### src/sv/sfha_pkg.sv
`default_nettype none
package sfha_pkg;

  // Heap geometry and free-list organization.
  localparam int unsigned HeapBytes  = 65536;
  localparam int unsigned NumClasses = 16;
  localparam int unsigned HeapWords  = HeapBytes / 4;
  localparam int unsigned AddrW      = $clog2(HeapBytes);
  localparam int unsigned WordAw     = AddrW - 2;
  localparam int unsigned BrkW       = AddrW + 1;
  localparam int unsigned StepW      = $clog2(HeapWords) + 1;
  localparam int unsigned ClsW       = $clog2(NumClasses);

  // Fixed field widths and tag constants.
  localparam int unsigned ChunkW     = 17;
  localparam logic [ChunkW-1:0] ChunkReset = ChunkW'(1 << 12);
  localparam logic [31:0] SizeMask  = ~32'h7;
  localparam logic [31:0] AllocFlag = 32'h1;
  localparam logic [31:0] MinBlock  = 32'd16;

  typedef enum logic [1:0] {
    ReqInit  = 2'd0,
    ReqAlloc = 2'd1,
    ReqFree  = 2'd2,
    ReqRsvd  = 2'd3
  } req_e;

  typedef enum logic [1:0] {
    StatDone  = 2'd0,
    StatZero  = 2'd1,
    StatNoMem = 2'd2
  } status_e;

  typedef struct packed {
    logic [1:0]  req_type;
    logic [15:0] request_size;
    logic [15:0] block_address;
  } req_t;

  typedef struct packed {
    logic [15:0] result_address;
    logic [1:0]  status;
  } rsp_t;

  typedef struct packed {
    logic [31:0] a;
    logic [31:0] b;
    logic        sub;
  } alu_op_t;

  typedef struct packed {
    logic        re;
    logic        we;
    logic [31:0] addr;
    logic [31:0] wdata;
  } mem_req_t;

  // Smallest class c with size <= 2^c; the last class takes the rest.
  function automatic logic [ClsW-1:0] class_of(input logic [31:0] size);
    logic [ClsW-1:0] c;
    c = '0;
    for (int i = 0; i < NumClasses - 1; i++) begin
      if ({1'b0, size} > (33'd1 << i)) c = ClsW'(i + 1);
    end
    return c;
  endfunction

endpackage
`default_nettype wire

### src/sv/sfha_alu.sv
`default_nettype none
module sfha_alu (
  input  sfha_pkg::alu_op_t op_i,
  output logic [32:0]       res_o
);

  // Shared adder for the sequencer's address, size and compare steps; bit 32 is carry (a >= b on subtract).
  assign res_o = {1'b0, op_i.a} + {1'b0, (op_i.sub ? ~op_i.b : op_i.b)} + 33'(op_i.sub);

endmodule
`default_nettype wire

### config.mk
export PLATFORM = sky130hd
export DESIGN_NAME = sfha_alu
export DESIGN_NICKNAME = d
export VERILOG_FILES = /design/src/sv/sfha_pkg.sv /design/src/sv/sfha_alu.sv
export SDC_FILE = /design/constraint.sdc
export NUM_CORES = 1
export LEC_CHECK = 0
export BUFFER_PORTS_ARGS = -buffer_cell sky130_fd_sc_hd__buf_2
export CAP_MARGIN = 15
export CORE_UTILIZATION = 54
export DETAILED_ROUTE_END_ITERATION = 10
export PLACE_DENSITY = 0.91
export REMOVE_ABC_BUFFERS = 1
export SLEW_MARGIN = 20
export SYNTH_ARGS = -nofsm -noshare
export SYNTH_HDL_FRONTEND = slang
export SYNTH_SLANG_ARGS = --single-unit
### constraint.sdc
create_clock -name vclk -period 8.3
set_input_delay 0.415 -clock vclk [all_inputs]
set_output_delay 0.415 -clock vclk [all_outputs]
set_load 0.03 [all_outputs]
# Word level (Yosys, flattened, before mapping)
# Cells that the tools add are included.
dict set report classes {
  n_addsub 2
  mux 1
  bitwise_logic 1
}
# op n
set ops {}
lappend ops {{$add A32 B32 Y33} 1}
lappend ops {{$add A33 B1 Y33} 1}
lappend ops {{$mux W32} 1}
lappend ops {{$not A32 Y32} 1}
dict set report totals {
  register_bits 0
  inputBits 65
}

# Depth between registers and ports, before layout
dict set report logic_depth {
  word_depth 4
  ltp_mapped 11
}

# Least setup slack after synthesis
# OpenSTA, ideal clock, no wires.
dict set report synth_path {
  path_kind {in2out}
  start {input op_i[0] (netlist name)}
  end {output res_o[28]}
  t_arrival_ps 3760
  required_ps 7885
  path_slack_ps 4125
  stages 11
  path_buffers 2
  cell_sequence {buf_2 clkbuf_1 xor2_1 ha_1 a21o_1 a21o_1 a221o_1 a221o_1 a31o_2 nand4_1 nor4bb_1}
}
dict set report synth_between {
  elab_chain_len 3
}
# element line_no
set synth_rtl {}
lappend synth_rtl {{start, declared} sfha_alu.sv:3} ;# input sfha_pkg::alu_op_t op_i,
lappend synth_rtl {{$mux W32} sfha_alu.sv:8} ;# assign res_o = {1'b0, op_i.a} + {1'b0, (op_i.sub ? ~op_i.b : op_i.b)} + 33'(op_i.sub);
lappend synth_rtl {{$add A32 B32 Y33} sfha_alu.sv:8}
lappend synth_rtl {{$add A33 B1 Y33 (*)} sfha_alu.sv:8}
lappend synth_rtl {{end, declared} sfha_alu.sv:4} ;# output logic [32:0] res_o
# Mark *: on every way between the ends. The rest lies on a longest branch, timed or not.

# Final worst setup path
dict set report layout_path {
  start {input op_i[0] (netlist name)}
  end {output res_o[25]}
}
# The elaborated chain is that of the path after synthesis.

==> impl_summary.md <==
Timing
Setup repair after global routing left no endpoint under its margin. The worst slack on hold paths is 1160 ps. Setup total negative slack on the finished layout was measured at 0 ps. In this run the tightest slew margin relative to its limit is 42.1%.

The shortest clock period the worst path allows after layout is 4140 ps. The transition time at the pin with the least slew margin is 868 ps. Setup violations remaining at the end of the flow were counted as 0. The achievable clock frequency is 0.241 GHz.

The number of endpoints with negative hold slack in the final report is 0. The final-report max-slew violation count is 0. After layout, the worst path uses 49.9% of the clock period.

Synthesis
Dividing the synthesized area by the synthesized cell count gives 7.36 um2. The mapped cell area is 2110 um2. Counting instances in the post-synthesis netlist gives the leading cell types as 41 x sky130_fd_sc_hd__xor2_1, 34 x sky130_fd_sc_hd__ha_1, 31 x sky130_fd_sc_hd__a21oi_1. In the post-synthesis netlist, the cell with the most instances is sky130_fd_sc_hd__xor2_1.

Synthesis produced 286 cells. Of all cell types, the one taking the most synthesized area is sky130_fd_sc_hd__ha_1. In the post-synthesis netlist, the biggest area contributors are sky130_fd_sc_hd__ha_1 20%, sky130_fd_sc_hd__xor2_1 17%, sky130_fd_sc_hd__a21oi_1 7.4%. Counting distinct cell types in the post-synthesis netlist gives 46. The sequential cell area fraction in the yosys report is 0%. The Yosys step of the flow raised 0 warnings. The top cell type by area accounts for 20.2% of the synthesized area.

Clock network
Post-CTS repair changed the size of 0 cells. After clock tree synthesis, the setup repair step added 0 buffers. The number of buffers inserted for hold repair after clock tree synthesis is 0.

Layout
The final layout net count is 478. The combined flip-flop and latch cell area is 0 um2. Cells fill 71.1% of the core in the end.

The number of antenna diodes in the final layout is 0. The number of clock buffer instances in the layout is 0. In the final layout, the multi-input gates occupy 2040 um2. The share of post-route cells with drive strength above 1 is 27.1%. From synthesis to final layout, the design area changed by 24.6%. The final instance area is 2620 um2. The number of flip-flops and latches is 0. The number of filler cells placed in the layout is 318.

Worst setup path
The largest fanout of any net on the critical path is 32. The worst setup path is launched from an input port. Tracing the worst setup path back leads to its startpoint at op_i[0].

At the worst endpoint, the arrival time is 3730 ps. The worst setup path is captured at a primary output. At the worst endpoint, the required time is 7890 ps. The critical path is of the in2out type.

GRT
The first global-routing pass estimated 8880 um of wire. Global routing consumed, over all layers together, 25.1% of the routing resources. Entering global routing, the biggest net connects 33 pins. The number of antenna violations at the first check in global routing is 0. The final global-route overflow total is 0. The number of global-route vias before repair is 2167.

Floorplanning
For this configuration, the core starts out at a cell density of 57.1%. The die covers 4150 um2. The floorplan step set the die height to 64.4 um. The I/O pin total is 98.

The die boundary width is 64.4 um. The floorplan row count is 22. In this run the standard cell core region covers 3690 um2.

Power and ir drop
For this design the ratio of total power to cell area is 156 nW/um2. The worst ir drop on vdd is 0.0953 mV. The total chip power is 0.410 mW. In this run the static leakage power is 1.40 nW.

Detailed routing
The routed wire length is 5570 um. The average wire per standard cell is 13.1 um. The first detailed-routing pass took 4 iterations. Across all layers, the routed design uses 2466 vias. After detailed routing, the number of vias per cell comes to 5.82. The remaining number of nets flagged by the antenna check after routing is 0.

The starting DRC count in detailed routing is 132. The DRC violations left is 0.

Min path
The worst hold path was traced through 3 stages. The kind of path behind the tightest hold check is in2out. The worst hold path begins at op_i[33].

Placed design
The port buffer count is 98. The cell area after placement is 2620 um2. Routability-driven placement finished with a final weighted congestion of 0.900. The detailed-placement wirelength estimate is 4690 um.

Status
The run finished with clean final reports.

Job
The max-capacitance violation count is 0.
-- kinds of logic (layout without fill, tap and decap cells) --
kind of cell / count (synthesis) / count (layout) / share of synthesized area (%)
compound gates: 102 / 102 / 32.9
xor+xnor: 58 / 58 / 24.1
fa+ha+maj: 35 / 35 / 21.2
buf+inv: 17 / 107 / 3.15
mux: 2 / 2 / 0.951
simple gates: 72 / 72 / 17.7
-- cell type report --
cell class                      instances  share of cell area (%)
Inverter                                9                    1.29
Multi-Input combinational cell        269                    77.7
Tap cell                               48                    2.29
Timing Repair Buffer                   98                    18.7
-- power breakdown --
| part | total [mW] | leakage (nW) | switching, mW | internal (mW) |
|---|---|---|---|---|
| clock | 0 | 0 | 0 | 0 |
| sequential | 0 | 0 | 0 | 0 |
| combinational | 0.410 | 1.40 | 0.263 | 0.147 |
-- per-layer routing --
metal | GRT usage, % | part of all wire [%] | vias to the layer above
li1 | - | - | 1250
met1 | 33.3 | 44 | 1112
met3 | 0.528 | 5.5 | 8
met5 | 0 | 0 | -
met2 | 45.7 | 49 | 96
met4 | 3.61 | 1.1 | 0
-- stage by stage --
step | instances | setup WS, ps
floorplan | 278 | 4720
global placement | 424 | 4280
detailed placement | 424 | 4170
CTS | 424 | 4160
global route | 424 | 3980
finish | 424 | 4160
-- worst max-delay path, cell delays in order --
cell and delay [ps]:
sky130_fd_sc_hd__buf_2 650, sky130_fd_sc_hd__xor2_1 150, sky130_fd_sc_hd__ha_1 410, sky130_fd_sc_hd__o21a_1 170, sky130_fd_sc_hd__o211ai_1 110, sky130_fd_sc_hd__or4b_1 540, sky130_fd_sc_hd__a211o_1 340, sky130_fd_sc_hd__a31oi_1 320
sky130_fd_sc_hd__nor4b_1 110, sky130_fd_sc_hd__a311oi_2 250, sky130_fd_sc_hd__buf_2 230
-- layout by cell type, fill, tap and decap left out, drive strengths merged, types with 3 or more instances in the layout --
master and n:
and2 4, a221o 3, o211ai 5, xor2 41
nand4 3, nor3 3, o21bai 6, o21a 5
ha 34, nor2 10, nand3 12, a211oi 4
nand2 19, and3 6, o31ai 4, o21ai 9
xnor2 17, a21o 16, a21oi 31, o22ai 3
nor2b 5, a211o 3, buf 98, inv 9
-- worst paths after layout --
path	to	slack, ps
max	res_o[25]	4160
min	res_o[0]	1160
(Power assumes the default switching activity.)
